**src/rtl/pcl_pkg.sv**
```systemverilog
// Package for the piecewise cubic lookup: payload types, codes and defaults.
package pcl_pkg;

    // Default parameter values.
    localparam int DEF_MAX_POINTS = 16;
    localparam int DEF_FRAC_BITS  = 12;

    // Fixed field widths.
    localparam int DIST_W  = 16;
    localparam int COEF_W  = 32;
    localparam int ACC_W   = 48;
    localparam int DX_W    = DIST_W + 1;
    localparam int PTS_W   = 5;
    localparam int SEG_W   = 4;
    localparam int ENTRY_W = 4;

    // Item kinds.
    localparam logic [1:0] KIND_EVAL      = 2'd0;
    localparam logic [1:0] KIND_LOAD_BP   = 2'd1;
    localparam logic [1:0] KIND_LOAD_COEF = 2'd2;

    // Table selects; the unused code falls back to the small pitch table.
    localparam logic [1:0] TBL_SMALL  = 2'd0;
    localparam logic [1:0] TBL_MID    = 2'd1;
    localparam logic [1:0] TBL_LARGE  = 2'd2;
    localparam logic [1:0] TBL_UNUSED = 2'd3;

    // Coefficient selects in Horner order.
    localparam logic [1:0] COEF_CUBIC  = 2'd0;
    localparam logic [1:0] COEF_SQUARE = 2'd1;
    localparam logic [1:0] COEF_LINEAR = 2'd2;
    localparam logic [1:0] COEF_CONST  = 2'd3;

    // Result status codes.
    localparam logic [1:0] ST_IN_RANGE   = 2'd0;
    localparam logic [1:0] ST_BELOW      = 2'd1;
    localparam logic [1:0] ST_ABOVE      = 2'd2;
    localparam logic [1:0] ST_NOT_LOADED = 2'd3;

    // Configuration register indexes.
    localparam logic [1:0] REG_SMALL_POINTS = 2'd0;
    localparam logic [1:0] REG_MID_POINTS   = 2'd1;
    localparam logic [1:0] REG_LARGE_POINTS = 2'd2;

    // Input transaction payload.
    typedef struct packed {
        logic [1:0]               kind;
        logic [1:0]               table_select;
        logic [ENTRY_W-1:0]       entry_index;
        logic [1:0]               coeff_select;
        logic signed [COEF_W-1:0] coeff_value;
        logic [DIST_W-1:0]        distance;
    } in_t;

    // Result transaction payload.
    typedef struct packed {
        logic signed [COEF_W-1:0] speed;
        logic [SEG_W-1:0]         segment;
        logic [1:0]               status;
    } out_t;

    // Write command into the table store.
    typedef struct packed {
        logic               bp_we;
        logic               cf_we;
        logic [1:0]         table_sel;
        logic [ENTRY_W-1:0] entry;
        logic [1:0]         csel;
        logic [DIST_W-1:0]  bp_data;
        logic [COEF_W-1:0]  cf_data;
    } wr_cmd_t;

    // Control of the shared multiply-add unit.
    typedef struct packed {
        logic load;
        logic mul;
        logic add;
    } mac_ctl_t;

endpackage

```
**src/rtl/pcl_mac_unit.sv**
```systemverilog
// Shared multiply and add-saturate unit that runs the Horner steps.
module pcl_mac_unit #(
    parameter int FRAC_BITS = pcl_pkg::DEF_FRAC_BITS
) (
    input  logic                               aclk,
    input  pcl_pkg::mac_ctl_t                  ctl,
    input  logic signed [pcl_pkg::COEF_W-1:0]  coef,
    input  logic signed [pcl_pkg::DX_W-1:0]    dx_in,
    output logic signed [pcl_pkg::COEF_W-1:0]  result
);

    localparam int ACC_W  = pcl_pkg::ACC_W;
    localparam int PROD_W = ACC_W + pcl_pkg::DX_W;
    localparam int SUM_W  = PROD_W + 1;

    localparam logic signed [SUM_W-1:0] ACC_HI = SUM_W'({1'b0, {(ACC_W-1){1'b1}}});
    localparam logic signed [SUM_W-1:0] ACC_LO = -ACC_HI - SUM_W'(1);
    localparam logic signed [ACC_W-1:0] RES_HI = ACC_W'({1'b0, {(pcl_pkg::COEF_W-1){1'b1}}});
    localparam logic signed [ACC_W-1:0] RES_LO = -RES_HI - ACC_W'(1);

    logic signed [ACC_W-1:0]            acc_reg;
    logic signed [pcl_pkg::DX_W-1:0]    dx_reg;
    logic signed [PROD_W-1:0]           prod_reg;
    logic signed [SUM_W-1:0]            sum;
    logic signed [ACC_W-1:0]            acc_next;

    // Floored product plus coefficient, clamped to the accumulator range.
    always_comb begin
        sum = SUM_W'(prod_reg >>> FRAC_BITS) + SUM_W'(coef);
        if (sum > ACC_HI) begin
            acc_next = ACC_HI[ACC_W-1:0];
        end else if (sum < ACC_LO) begin
            acc_next = ACC_LO[ACC_W-1:0];
        end else begin
            acc_next = sum[ACC_W-1:0];
        end
    end

    // Accumulator, dx and product registers.
    always_ff @(posedge aclk) begin
        if (ctl.load) begin
            acc_reg <= ACC_W'(coef);
            dx_reg  <= dx_in;
        end else if (ctl.add) begin
            acc_reg <= acc_next;
        end
        if (ctl.mul) begin
            prod_reg <= PROD_W'(acc_reg) * PROD_W'(dx_reg);
        end
    end

    // Final clamp to the 32-bit speed range.
    always_comb begin
        if (acc_reg > RES_HI) begin
            result = RES_HI[pcl_pkg::COEF_W-1:0];
        end else if (acc_reg < RES_LO) begin
            result = RES_LO[pcl_pkg::COEF_W-1:0];
        end else begin
            result = acc_reg[pcl_pkg::COEF_W-1:0];
        end
    end

endmodule
```
**config.mk**
```make
export PLATFORM = sky130hd
export DESIGN_NAME = pcl_mac_unit
export DESIGN_NICKNAME = d
export VERILOG_FILES = /design/src/rtl/pcl_pkg.sv /design/src/rtl/pcl_mac_unit.sv
export SDC_FILE = /design/constraint.sdc
export NUM_CORES = 2
export LEC_CHECK = 0
export BUFFER_PORTS_ARGS = -buffer_cell sky130_fd_sc_hd__buf_2
export CELL_PAD_IN_SITES_DETAIL_PLACEMENT = 0
export CELL_PAD_IN_SITES_GLOBAL_PLACEMENT = 1
export CORE_MARGIN = 5
export CORE_UTILIZATION = 48
export DETAILED_ROUTE_END_ITERATION = 7
export GPL_TIMING_DRIVEN = 0
export PLACE_DENSITY = 0.79
export RECOVER_POWER = 50
export SLEW_MARGIN = 20
export SYNTH_ARGS = -nofsm -noshare
export SYNTH_HDL_FRONTEND = slang
export SYNTH_SLANG_ARGS = --single-unit
```
**constraint.sdc**
```tcl
create_clock -name aclk -period 8.2 [get_ports aclk]
set_input_delay 1.23 -clock aclk [delete_from_list [all_inputs] [get_ports aclk]]
set_output_delay 1.23 -clock aclk [all_outputs]
set_load 0.02 [all_outputs]
```
# After elaboration in Yosys (flattened, before gate mapping)
# Cells that the tools add are included.
# Widths: inputs -> output; s select.
# classes
add_sub_neg	1
n_mul	1
order_cmp	4
mux	6
reduce_logical	1
# ops
op	count
$mux 48	4
$mul 48x17->65	1
$mux 32	2
$add 53x32->54	1
$gt 54x48->1 const B	1
$lt 54x48->1 const B	1
$gt 48x32->1 const B	1
$lt 48x32->1 const B	1
$reduce_bool 2->1	1
# totals
ff_bits	130
in_bits	53
output_inout_bits	32

# Depth between registers and ports, before layout
# depth
depth_word	6
ltp_mapped	26

# Worst setup path after synthesis
# Ideal clock, no wire load.
# synth_path
kind	register to register
startpoint	register dx_reg[9] in the netlist's numbering
endpoint	register prod_reg[58], data pin
arrival_time_ps	6443
required_time_ps	7932
path_slack_ps	1488
stages_incl_launch_ff	24
n_path_buf	2
period_less_slack_ps	6712
cell_sequence	edfxtp_1 > clkbuf_1 > buf_1 > nand2_1 > fa_1 > inv_1 > fa_1 > fa_1 > fa_1 > fa_1 > inv_1 > fa_1 > inv_1 > ha_1 > a21o_1 > a21o_1 > a21oi_1 > a2111oi_0 > o221ai_1 > a211oi_1 > o21ai_0 > o21ai_1 > mux2i_1 > a211oi_1
# synth_via
elab_chain_len	1
# synth_lines
item	line	rtl
start: declaration	pcl_mac_unit.sv:22	logic signed [pcl_pkg::DX_W-1:0] dx_reg;
start signal: assignment	pcl_mac_unit.sv:43	dx_reg <= dx_in;
$mul 48x17->65	pcl_mac_unit.sv:48	prod_reg <= PROD_W'(acc_reg) * PROD_W'(dx_reg);
end signal: assignment	pcl_mac_unit.sv:48	
end: declaration	pcl_mac_unit.sv:23	logic signed [PROD_W-1:0] prod_reg;
# No other way between the ends.
# A chain may end at the register's enable or synchronous reset.

# Final worst setup path
# layout_path
startpoint	register dx_reg[4] in the netlist's numbering
endpoint	register prod_reg[58], data pin
# Same word-level chain as after synthesis.

==> results.yml <==
outcome:
  status: "finished, violations left"
  violations: "max-capacitance violations, max-slew violations"
grt:
  grt_pass1_wl_mm: 171.3
  antenna_found_initial: 9
  grt_pass1_vias: 27860
  overflow: 0
  grtUsageTotal_pct: 29.38
  grt_max_degree: 54
cells_and_area:
  largest_reg_flops: 53
  n_fill_cell: 6784
  final_area_mm2: 0.03692
  stdcell_count: 4848
  layout-drive-gt1-share_pct: 6.446
  utilization_pct: 51.65
  finalNetCount: 4891
  syn_to_final_growth_pct: 6.840
synthesis:
  syn_nets: 4796
  async_reset_ff_share_pct: 0
  syn_area_per_cell_um2: 9.127
  synth_seq_area_share_pct: 10.25
  synth_top_family_by_area: "adder cells"
  ys_seq_elements: 118
  netlist_area_mm2: 0.03456
  synth-xor-area-share_pct: 2.788
  netlist_instances: 3786
  ys_types: 80
  synth_edf_count: 118
  synthMuxAreaShare_pct: 0.05793
  synth_ff_type: "edfxtp_1"
  synth_fa_ha_area_share_pct: 51.18
  yosysWarnings: 0
  synth_simple_gate_area_share_pct: 15.23
  synth_compound_area_share_pct: 8.759
die:
  core_area_mm2: 0.07149
  die_width_um: 278.3
  initial_core_util_pct: 48.34
  pin_count: 85
  rows: 98
  die_area_mm2: 0.07746
  die_y_um: 278.3
route:
  viasPerCell: 5.484
  drc: 0
  drtIter0Drc: 2028
  wl_per_cell_um: 23.15
  top_layer_used: "met5"
  wl_met1_mm: 44.10
  dr_wl_met2_mm: 50.64
  wl_mm: 112.2
  dr_wl_met3_mm: 11.48
  drt_pass1_iterations: 6
  routed-via-count: 26586
  ant_nets: 0
hold_path:
  whs_path_depth: 3
  hold_class: "flip-flop to flip-flop"
  hold_end: "acc_reg[0]"
  hold_start: "prod_reg[12]"
worst_setup_path:
  worstReg2RegEnd: "prod_reg[58]"
  r2r_slack_ns: 0.09
  crit_path_end_kind: "flip-flop"
  crit_arrival_ns: 8.36
  cp-start-kind: "flip-flop"
  path_cells: "buf_2, clkbuf_2, nand2_1, fa_1, inv_1, fa_1, inv_1, fa_1, inv_1, fa_1, fa_1, inv_1, fa_1, inv_1, ha_1, and4_1, nand3_1, a2111oi_2, o221ai_4, a211oi_2, o21ai_0, o21ai_1, mux2i_1, a211oi_1"
  rr_startpoint: "dx_reg[4]"
  slowest_stage: "fa_1"
  critPathMaxFanout: 10
  rr_worst_depth: 24
  critPathKind: "flip-flop to flip-flop"
  cpPeakStageDelay_ns: 0.54
  crit_required_ns: 8.45
  crit_top_cell: "fa_1"
placement:
  place_area_mm2: 0.03619
  dp_hpwl_mm: 92.35
  io_buffers: 84
  place_inst: 4821
  gp_congestion: 0.9311
clock_tree:
  clock_sinks: 118
  cts_max_level: 4
  cts_root_buffer: "clkbuf_16"
  cts_made_buffers: 17
  clock_latency_ns: 0.47
  cts_tree: "yes"
  cts_buffer_depth: 2
  cts.clk_slew.worst_paths_ns: 0.08
timing:
  finalSetupViolCount: 0
  relSlewSlack_pct: -151.4
  skew_ns: 0.02063
  hold_ws_ns: 0.8476
  min_period_ns: 8.114
  slew_viol_final: 124
  finalHoldViolCount: 0
  tightest_slew_ns: 3.772
  period_share_pct: 98.95
  max_freq_ghz: 0.1233
run:
  cap_violations: 3
-- metrics by stage --
step | worst slack [ns] | TNS [ns]
5_1_grt | -0.03596 | -0.05061
3_3_place_gp | -1.125 | -15.58
3_5_place_dp | -0.9520 | -13.44
6_report | 0.08638 | 0
2_1_floorplan | 1.488 | 0
4_1_cts | 0.001107 | 0
-- kinds of logic after synthesis --
| kind of cell | count (synthesis) |
|---|---|
| flops | 118 |
| buf+inv | 1057 |
| compound gates | 427 |
| xor+xnor | 110 |
| simple gates | 1115 |
| fa+ha+maj | 957 |
| mux | 2 |
-- layout by cell type (no fill, tap or decap), types with 15 or more instances in the layout --
master,instances
a21o_1,85
a21oi_1,118
and2_1,304
buf_2,98
clkbuf_1,112
clkbuf_16,17
clkbuf_2,55
edfxtp_1,118
fa_1,761
ha_1,196
inv_1,843
nand2_1,585
nand2b_1,15
nand3_1,26
nand4_1,28
nor2_1,91
nor3_1,19
o21ai_0,51
o311ai_1,36
xnor2_1,66
xor2_1,44
-- cells in the mapped netlist (8+ instances only) --
cell type	number	area share, %
o21ai_0	51	0.74
and2_1	304	5.5
inv_1	843	9.2
nand2_1	585	6.4
and3_1	10	0.18
a31oi_1	9	0.16
edfxtp_1	118	10
a21oi_1	119	1.7
nor3_1	20	0.29
buf_2	12	0.17
o21a_1	8	0.17
o21ai_1	8	0.12
fa_1	761	44
buf_6	8	0.26
clkbuf_1	186	2.0
xnor2_1	66	1.7
o311ai_2	13	0.61
nor2_1	91	0.99
o21bai_1	9	0.20
nand3_1	26	0.38
nor2b_1	11	0.20
ha_1	196	7.1
nand4_1	28	0.51
nand2b_1	15	0.27
a21o_1	85	1.8
o31ai_1	10	0.22
a211oi_1	9	0.20
o211ai_1	9	0.20
xor2_1	44	1.1
o311ai_1	36	0.91
-- timing repair --
action | 4_1_cts | 5_1_grt
hold buffers | 0 | 0
hold endpoints to repair | 0 | 0
setup buffers | 5 | 0
endpoints found under the setup margin | 28 | 11
pin swaps | 0 | 1
resized for setup | 56 | 31
-- worst max-delay path: cells and delay by family (launching register included) --
family	cells	cell delay (ns)
compound gates	6	2.14
flops	1	0.41
simple gates	3	0.58
mux	1	0.13
fa+ha+maj	7	3.49
buf+inv	7	1.12
-- final cells by class --
type	count	area [um^2]	area share (%)
Clock buffer	17	425.4	1.152
Timing Repair Buffer	90	474.2	1.284
Tap cell	950	1189	3.220
Sequential cell	118	3543	9.598
Multi-Input combinational cell	2611	27010	73.16
Antenna cell	4	10.01	0.02711
Buffer	199	927.1	2.511
Clock inverter	15	170.2	0.4609
Inverter	844	3169	8.584
-- metal layers --
layer / vias up / track usage, %
met2: 1138 / 46.07
met4: 10 / 11.51
met1: 13481 / 37.87
met3: 257 / 10.02
met5: - / 0
li1: 11700 / -
-- worst max path at each step --
stage	start	to	slack, ns	depth (start not counted)
floorplan	dx_reg[9]	prod_reg[58]	1.49	23
global placement	dx_reg[6]	prod_reg[58]	-1.12	24
detailed placement	dx_reg[2]	prod_reg[64]	-0.95	22
CTS	dx_reg[15]	prod_reg[64]	0.001	22
global route	dx_reg[2]	prod_reg[58]	-0.04	25
finish	dx_reg[4]	prod_reg[58]	0.09	24
Power is left out: the tool's default activity adds up to more than one toggle a clock period on the data nets, which glitch-free logic cannot reach.
